$ cat config.mk
export PLATFORM = sky130hd
export DESIGN_NAME = tmfc_parser
export DESIGN_NICKNAME = d
export VERILOG_FILES = /design/src/sv/tmfc_pkg.sv /design/src/sv/tmfc_parser.sv
export SDC_FILE = /design/constraint.sdc
export NUM_CORES = 1
export LEC_CHECK = 0
export BUFFER_PORTS_ARGS = -buffer_cell sky130_fd_sc_hd__buf_2
export CORE_UTILIZATION = 60
export DETAILED_ROUTE_END_ITERATION = 10
export GPL_ROUTABILITY_DRIVEN = 0
export GPL_TIMING_DRIVEN = 0
export PLACE_DENSITY = 0.8
export SLEW_MARGIN = 30
export SYNTH_ARGS = -nofsm -noshare
export SYNTH_HDL_FRONTEND = slang
export SYNTH_SLANG_ARGS = --single-unit
$ cat constraint.sdc
create_clock -name clk_i -period 4.85 [get_ports clk_i]
set_input_delay 0 -clock clk_i [delete_from_list [all_inputs] [get_ports clk_i]]
set_output_delay 0 -clock clk_i [all_outputs]
set_load 0.005 [all_outputs]
$ cat src/sv/tmfc_pkg.sv
// ----------------------------------------------------------------------------
// tmfc_pkg
// Constants, codes and shared types of the tab message frame checker.
// ----------------------------------------------------------------------------
package tmfc_pkg;

  localparam int LINE_MAX   = 256;
  localparam int TOKENS_MAX = 8;
  localparam int TOKEN_MAX  = 16;
  localparam int TYPE_MAX   = 8;

  localparam int LINE_W   = $clog2(LINE_MAX);
  localparam int TOK_W    = $clog2(TOKENS_MAX + 1);
  // Character position only matters below the larger of the two cut lengths.
  localparam int CHAR_LIM = ((TOKEN_MAX > TYPE_MAX) ? TOKEN_MAX : TYPE_MAX) - 1;
  localparam int CHAR_W   = $clog2(CHAR_LIM + 1);
  localparam int TLEN_W   = $clog2(TYPE_MAX);

  localparam logic [7:0] CHAR_TAB   = 8'h09;
  localparam logic [7:0] CHAR_SPACE = 8'h20;
  localparam logic [7:0] CHAR_ZERO  = 8'h30;
  localparam logic [7:0] CHAR_NINE  = 8'h39;

  localparam logic [1:0] STATUS_OK       = 2'd0;
  localparam logic [1:0] STATUS_FAIL     = 2'd1;
  localparam logic [1:0] STATUS_MISMATCH = 2'd2;
  localparam logic [1:0] STATUS_UNKNOWN  = 2'd3;

  localparam logic [1:0] TYPE_UNKNOWN = 2'd0;
  localparam logic [1:0] TYPE_PING    = 2'd1;
  localparam logic [1:0] TYPE_POS     = 2'd2;

  typedef struct packed {
    logic [7:0] msg_byte;
    logic       eom;
  } item_t;

  typedef struct packed {
    logic        ok;
    logic        mismatch;
    logic [1:0]  status;
    logic [1:0]  msg_type;
    logic [2:0]  fields;
    logic [15:0] expected;
    logic [15:0] computed;
  } summary_t;

  function automatic logic [7:0] ping_char(input logic [1:0] idx);
    logic [7:0] ch;
    case (idx)
      2'd0:    ch = 8'h50; // P
      2'd1:    ch = 8'h49; // I
      2'd2:    ch = 8'h4E; // N
      default: ch = 8'h47; // G
    endcase
    return ch;
  endfunction

  function automatic logic [7:0] pos_char(input logic [1:0] idx);
    logic [7:0] ch;
    case (idx)
      2'd0:    ch = 8'h50; // P
      2'd1:    ch = 8'h4F; // O
      default: ch = 8'h53; // S
    endcase
    return ch;
  endfunction

endpackage

$ cat src/sv/tmfc_parser.sv
// ----------------------------------------------------------------------------
// tmfc_parser
// Per-message tokenizer state: byte sum, tab snapshot, token counting, type
// matching and checksum digit parsing, with the summary of a closing byte.
// ----------------------------------------------------------------------------
module tmfc_parser (
  input  logic               clk_i,
  input  logic               rst_ni,
  input  logic               fire_i,
  input  tmfc_pkg::item_t    item_i,
  output tmfc_pkg::summary_t summary_o
);
  import tmfc_pkg::*;

  logic [15:0]       run_q, run_d;
  logic [15:0]       last_tab_q, last_tab_d;
  logic              tab_seen_q, tab_seen_d;
  logic [LINE_W-1:0] bytes_q, bytes_d;
  logic [TOK_W-1:0]  tokens_q, tokens_d;
  logic              inside_q, inside_d;
  logic [CHAR_W-1:0] chars_q, chars_d;
  logic [1:0]        tms_q, tms_d;
  logic [TLEN_W-1:0] tlen_q, tlen_d;
  logic              space_q, space_d;
  logic              dend_q, dend_d;
  logic              cas_q, cas_d;
  logic [15:0]       psum_q, psum_d;

  logic [7:0]        c;
  logic              is_tab;
  logic              is_digit;
  logic [CHAR_W-1:0] p;
  logic [TOK_W-1:0]  captured;
  logic [1:0]        msg_type;
  logic              ok;
  logic              mismatch;

  assign c        = item_i.msg_byte;
  assign is_tab   = (c == CHAR_TAB);
  assign is_digit = (c >= CHAR_ZERO) && (c <= CHAR_NINE);

  always_comb begin
    run_d      = run_q + {8'h00, c};
    last_tab_d = last_tab_q;
    tab_seen_d = tab_seen_q;
    bytes_d    = bytes_q;
    tokens_d   = tokens_q;
    inside_d   = inside_q;
    chars_d    = chars_q;
    tms_d      = tms_q;
    tlen_d     = tlen_q;
    space_d    = space_q;
    dend_d     = dend_q;
    cas_d      = cas_q;
    psum_d     = psum_q;
    p          = chars_q;

    if (is_tab) begin
      last_tab_d = run_q;
      tab_seen_d = 1'b1;
    end

    // Bytes past the line limit only feed the byte sum and the tab snapshot.
    if (int'(bytes_q) < LINE_MAX - 1) begin
      bytes_d = bytes_q + LINE_W'(1);
      if (is_tab) begin
        inside_d = 1'b0;
      end else begin
        if (!inside_q) begin
          inside_d = 1'b1;
          if (int'(tokens_q) < TOKENS_MAX) begin
            tokens_d = tokens_q + TOK_W'(1);
          end
          chars_d = '0;
          space_d = 1'b0;
          dend_d  = 1'b0;
          cas_d   = 1'b0;
          psum_d  = '0;
        end
        p = chars_d;
        if (int'(tokens_d) <= TOKENS_MAX - 1) begin
          if (int'(tokens_d) == 1 && int'(p) < TYPE_MAX - 1) begin
            tlen_d = TLEN_W'(int'(p) + 1);
            if (int'(p) >= 4 || c != ping_char(p[1:0])) begin
              tms_d[0] = 1'b1;
            end
            if (int'(p) >= 3 || c != pos_char(p[1:0])) begin
              tms_d[1] = 1'b1;
            end
          end
          if (int'(p) < TOKEN_MAX - 1) begin
            if (!space_d) begin
              if (c == CHAR_SPACE) begin
                space_d = 1'b1;
              end
            end else begin
              cas_d = 1'b1;
              if (!dend_d) begin
                if (is_digit) begin
                  psum_d = (psum_d << 3) + (psum_d << 1) + {8'h00, c - CHAR_ZERO};
                end else begin
                  dend_d = 1'b1;
                end
              end
            end
          end
          if (int'(p) < CHAR_LIM) begin
            chars_d = p + CHAR_W'(1);
          end
        end
      end
    end
  end

  // Summary as seen after the closing byte has been taken in.
  always_comb begin
    if (int'(tokens_d) > TOKENS_MAX - 1) begin
      captured = TOK_W'(TOKENS_MAX - 1);
    end else begin
      captured = tokens_d;
    end
    ok       = (int'(captured) >= 2) && space_d && cas_d && tab_seen_d;
    mismatch = (psum_d != last_tab_d);
    if (!tms_d[0] && int'(tlen_d) == 4) begin
      msg_type = TYPE_PING;
    end else if (!tms_d[1] && int'(tlen_d) == 3) begin
      msg_type = TYPE_POS;
    end else begin
      msg_type = TYPE_UNKNOWN;
    end

    summary_o.ok       = ok;
    summary_o.mismatch = ok && mismatch;
    if (!ok) begin
      summary_o.status   = STATUS_FAIL;
      summary_o.msg_type = TYPE_UNKNOWN;
      summary_o.fields   = '0;
      summary_o.expected = '0;
      summary_o.computed = '0;
    end else begin
      if (mismatch) begin
        summary_o.status = STATUS_MISMATCH;
      end else if (msg_type != TYPE_UNKNOWN) begin
        summary_o.status = STATUS_OK;
      end else begin
        summary_o.status = STATUS_UNKNOWN;
      end
      summary_o.msg_type = msg_type;
      summary_o.fields   = 3'(int'(captured) - 2);
      summary_o.expected = psum_d;
      summary_o.computed = last_tab_d;
    end
  end

  always_ff @(posedge clk_i or negedge rst_ni) begin
    if (!rst_ni) begin
      run_q      <= '0;
      last_tab_q <= '0;
      tab_seen_q <= 1'b0;
      bytes_q    <= '0;
      tokens_q   <= '0;
      inside_q   <= 1'b0;
      chars_q    <= '0;
      tms_q      <= '0;
      tlen_q     <= '0;
      space_q    <= 1'b0;
      dend_q     <= 1'b0;
      cas_q      <= 1'b0;
      psum_q     <= '0;
    end else if (fire_i) begin
      if (item_i.eom) begin
        // The message is closed: everything per message starts again.
        run_q      <= '0;
        last_tab_q <= '0;
        tab_seen_q <= 1'b0;
        bytes_q    <= '0;
        tokens_q   <= '0;
        inside_q   <= 1'b0;
        chars_q    <= '0;
        tms_q      <= '0;
        tlen_q     <= '0;
        space_q    <= 1'b0;
        dend_q     <= 1'b0;
        cas_q      <= 1'b0;
        psum_q     <= '0;
      end else begin
        run_q      <= run_d;
        last_tab_q <= last_tab_d;
        tab_seen_q <= tab_seen_d;
        bytes_q    <= bytes_d;
        tokens_q   <= tokens_d;
        inside_q   <= inside_d;
        chars_q    <= chars_d;
        tms_q      <= tms_d;
        tlen_q     <= tlen_d;
        space_q    <= space_d;
        dend_q     <= dend_d;
        cas_q      <= cas_d;
        psum_q     <= psum_d;
      end
    end
  end

endmodule

# Yosys cells after proc, flatten, opt, wreduce, memory -nomap -nowiden
# Cells that the tools add are included.
# totals
input_bits	12
output_inout_bits	41
regBits	74
word_cells	153
# op_classes
mux	92
n_addsub	9
n_eq_ne	11
magnitude_cmp	11
n_reduce_logical	17
# ops
operator	n
$mux 16	14
$mux 8	10
$mux 4	16
$mux 39	1
$mux 1	35
$add 16x8->16	2
$mux 2	9
$add 16x16->16	1
$ne 16x16->1	1
$ne 8x8->1	2
$mux 3	5
$pmux 5 s3	1
$pmux 5 s2	1
$add 4x1->4 const B	2
$add 8x1->8 const B	1
$eq 8x4->1 const B	1
$eq 8x6->1 const B	1
$ge 4x2->1 const B	2
$ge 8x6->1 const B	1
$le 8x6->1 const B	1
$logic_and 1x1->1	8
$lt 4x4->1 const B	2
$lt 8x8->1 const B	1
$sub 8x6->8 const B	1
17 further kinds	21

# Longest topological paths before layout
# depth
depth_word	26
ltp_mapped	17

# Least setup slack after synthesis
# OpenSTA, ideal clock, no wires.
# synth_path
path_type	flip-flop to output port
start	reg inside_q
end	out summary_o[37] in the netlist's numbering
path_stages_with_launch	17
t_arrival_ns	3.912
setup_slack_ns	0.938
required_ns	4.850
path_buffers	3
path_cell_list	dfrtp_1 buf_2 clkbuf_1 clkbuf_1 nand2_1 fa_1 inv_1 ha_1 or2_2 o211a_1 o221a_2 nor4b_1 a21oi_1 nand2b_1 nand3_1 nor4_4 a31o_1
# synth_lines
element	line	rtl
start, declared	tmfc_parser.sv:20	logic inside_q, inside_d;
start signal, assigned	tmfc_parser.sv:192	inside_q <= inside_d;
end, declared	tmfc_parser.sv:11	output tmfc_pkg::summary_t summary_o

==> key figures <==
Status
  – Status: finished clean

Yosys
  – Syn avg cell area: 8.38 um^2
  – Number of synthesized flops with an enable pin: 0
  – Distinct cells, synth: 76
  – Seq/Total Area, Yosys: 30.9%
  – Yosys warnings: 0
  – Synth Cell Area: 5990 um^2
  – FF+latch count, synth: 74
  – Ys async rst share: 100%
  – Syn nets: 773
  – Post-synth top flop: dfrtp_1
  – Syn Inst Count: 715

Global routing
  – Total GRT Usage: 36.9%
  – First-pass GRT wire length: 29000 um
  – Initial antenna violation count: 0
  – GR Overflow Total: 0
  – Largest net degree at the start of global routing: 52
  – Vias in the first global route: 5702

Power
  – Sw Share: 33.0%
  – Gate power share: 26.2%
  – Leak: 3.21 nW
  – Power Dens Cells: 247 nW/um^2
  – Sequential share of power: 42.6%
  – Max IR drop VDD: 0.245 mV
  – Pwr Total: 1.66 mW
  – Cell-internal power: 1.11 mW
  – Net Sw Power: 548 uW
  – Clock Power Share: 31.2%

Flow run
  – Number of max-cap violations: 0

Floorplan
  – Die Y: 102 um
  – Initial Utilization: 61.5%
  – Die area: 10400 um^2
  – Num ports: 53
  – Die W: 102 um
  – Row cnt: 36
  – Core Box Area: 9730 um^2

Cells and area
  – N_diodes: 0
  – Most frequent cells in the layout: nor2_1 (98), dfrtp_1 (74), inv_1 (58)
  – Fillers: 778
  – Leading cell type in the layout, fill and taps excluded: nor2_1
  – Layout Cells excl Fill: 917
  – Total Nets Final: 838
  – Post-layout util: 69.2%
  – Fraction of layout cells with a size suffix above 1: 13.0%
  – Area grow syn2layout: 12.4%
  – Design area: 6730 um^2

Setup path
  – CP Data Arrival Time: 4.69 ns
  – Worst setup SP type: flop
  – R2r worst-path depth: 15
  – Critical path type: reg -> out
  – Worst reg2reg path endpoint: psum_q[14]
  – Setup crit start: inside_q
  – Worst path required time: 4.85 ns
  – Crit. End Element: output port
  – Worst R2R Start: inside_q
  – Crit path capture: summary_o[39]
  – Reg-to-reg slack, setup: 0.97 ns
  – Crit-path max FO: 10

Placement
  – Placed cell area: 6440 um^2
  – Pre-CTS setup slack: -0.148 ns
  – DP Wirelength: 13800 um
  – # port buffers: 52
  – Placed cell count: 901

STA
  – Least-Margin Pin Slew: 0.772 ns
  – Final setup TNS: 0 ns
  – Max-slew violations: 0
  – Relative slew slack: 48.2%
  – Post-route minimum period: 4.69 ns
  – Final setup viols: 0
  – Hold Violations, Final: 0
  – WHS: 0.0394 ns
  – Worst clock skew: 0.0116 ns
  – Setup ws final: 0.156 ns
  – Highest clock rate: 213 MHz
  – Tcrit/Tclk final: 96.8%

Detailed routing
  – DR pass1 iterations: 7
  – Routed length per instance: 20.1 um
  – Initial DRC Count: 684
  – DRT antenna net count: 0
  – Post-route DRC: 0
  – Routed via count: 5986
  – WL final: 18400 um
  – Drt via density: 6.53

Clock tree
  – Post-CTS setup repair buffer count: 0
  – TritonCTS clock tree: done
  – CTS root buffer: clkbuf_8
  – CTS H-tree depth: 3
  – Clock latency on the worst-skew pair: 0.37 ns
  – CTS Sinks: 74
  – Clk slew on worst S/H paths: 0.09 ns
  – Total CTS buffers: 9
  – CTS Buffer Depth: 2

Min path
  – Hold Path Class: in -> reg
## kinds of logic (layout without fill, tap and decap cells)
logic type	Yosys count	count (layout)	share of synthesized area, %
xor+xnor	48	48	7.02
fa+ha+maj	46	46	10.5
compound gates	201	201	23.0
buf+inv	91	160	6.35
simple gates	243	243	20.2
flops	74	74	30.9
mux	12	12	2.03
## power by group through the flow
stage | Clock [mW] | Sequential (mW) | Combinational [mW]
after floorplan | 0 | 0.708 | 0.308
after global placement | 0 | 0.715 | 0.393
after detailed placement | 0 | 0.719 | 0.420
after CTS | 0.517 | 0.707 | 0.424
after global routing | 0.541 | 0.713 | 0.479
final | 0.519 | 0.709 | 0.435
## worst min path at each step
stage | slack [ns] | depth (start not counted) | endpoint | from
after floorplan | -0.30 | 0 | bytes_q[0] | rst_ni
after global placement | 0.39 | 2 | psum_q[0] | item_i[1]
after detailed placement | -0.06 | 1 | tokens_q[1] | rst_ni
after CTS | 0.02 | 2 | psum_q[0] | item_i[1]
after global routing | 0.06 | 2 | psum_q[0] | item_i[1]
final | 0.04 | 2 | psum_q[0] | item_i[1]
## cell usage after synthesis, drive strengths merged (10+ instances only)
| library cell | n | share of area (%) |
|---|---|---|
| inv | 58 | 3.6 |
| clkbuf | 22 | 1.4 |
| nand2 | 49 | 3.1 |
| o22ai | 26 | 2.7 |
| dfrtp | 74 | 31 |
| xor2 | 19 | 2.8 |
| a21oi | 47 | 4.3 |
| o21ai | 35 | 2.9 |
| xnor2 | 29 | 4.2 |
| nor2 | 98 | 6.1 |
| nand3 | 16 | 1.3 |
| a22o | 14 | 2.0 |
| ha | 39 | 8.1 |
| buf | 10 | 1.3 |
| mux2i | 11 | 1.8 |
## layer usage
metal | wire, um | global-route usage (%) | vias to the layer above
li1 | - | - | 2680
met1 | 7180 | 47.9 | 2812
met2 | 8470 | 58.0 | 409
met3 | 1960 | 8.48 | 85
met4 | 844 | 19.2 | 0
met5 | 0 | 0 | -
## timing repair
item | in CTS | in global routing
resized for setup | 8 | 10
endpoints found under the hold margin | 74 | 0
pin swaps | 0 | 1
hold buffers | 1 | 0
endpoints found under the setup margin | 4 | 3
## sequential cells by signal, indices dropped and copies added (netlist names)
register    flops
last_tab_q     16
dend_q          1
space_q         1
run_q          16
cas_q           1
tokens_q        4
tab_seen_q      1
psum_q         16
tms_q           2
inside_q        1
chars_q         4
tlen_q          3
bytes_q         8
## area by class of cell
| cell class | instances | area, um^2 | share of cell area (%) |
|---|---|---|---|
| buffer | 32 | 169 | 2.51 |
| clock buffer | 13 | 169 | 2.51 |
| clock inverter | 2 | 35.0 | 0.520 |
| inverter | 59 | 221 | 3.29 |
| multi-input combinational | 550 | 3820 | 56.7 |
| sequential | 74 | 1850 | 27.5 |
| tap | 133 | 166 | 2.47 |
| timing repair buffer | 54 | 300 | 4.46 |
## critical path, stage by stage (launching register included)
cell      delay, ns
dfrtp_1        0.35
clkbuf_4       0.21
buf_4          0.21
clkbuf_4       0.24
nand2_1        0.12
fa_1           0.54
inv_1          0.04
ha_1           0.22
or2_2          0.33
o211a_1        0.25
o221a_2        0.31
nor4b_4        0.37
a21oi_1        0.12
nand2b_1       0.09
nand3_1        0.13
nor4_4         0.44
a41oi_1        0.19
buf_2          0.16
Power figures use the tool's default switching activity.
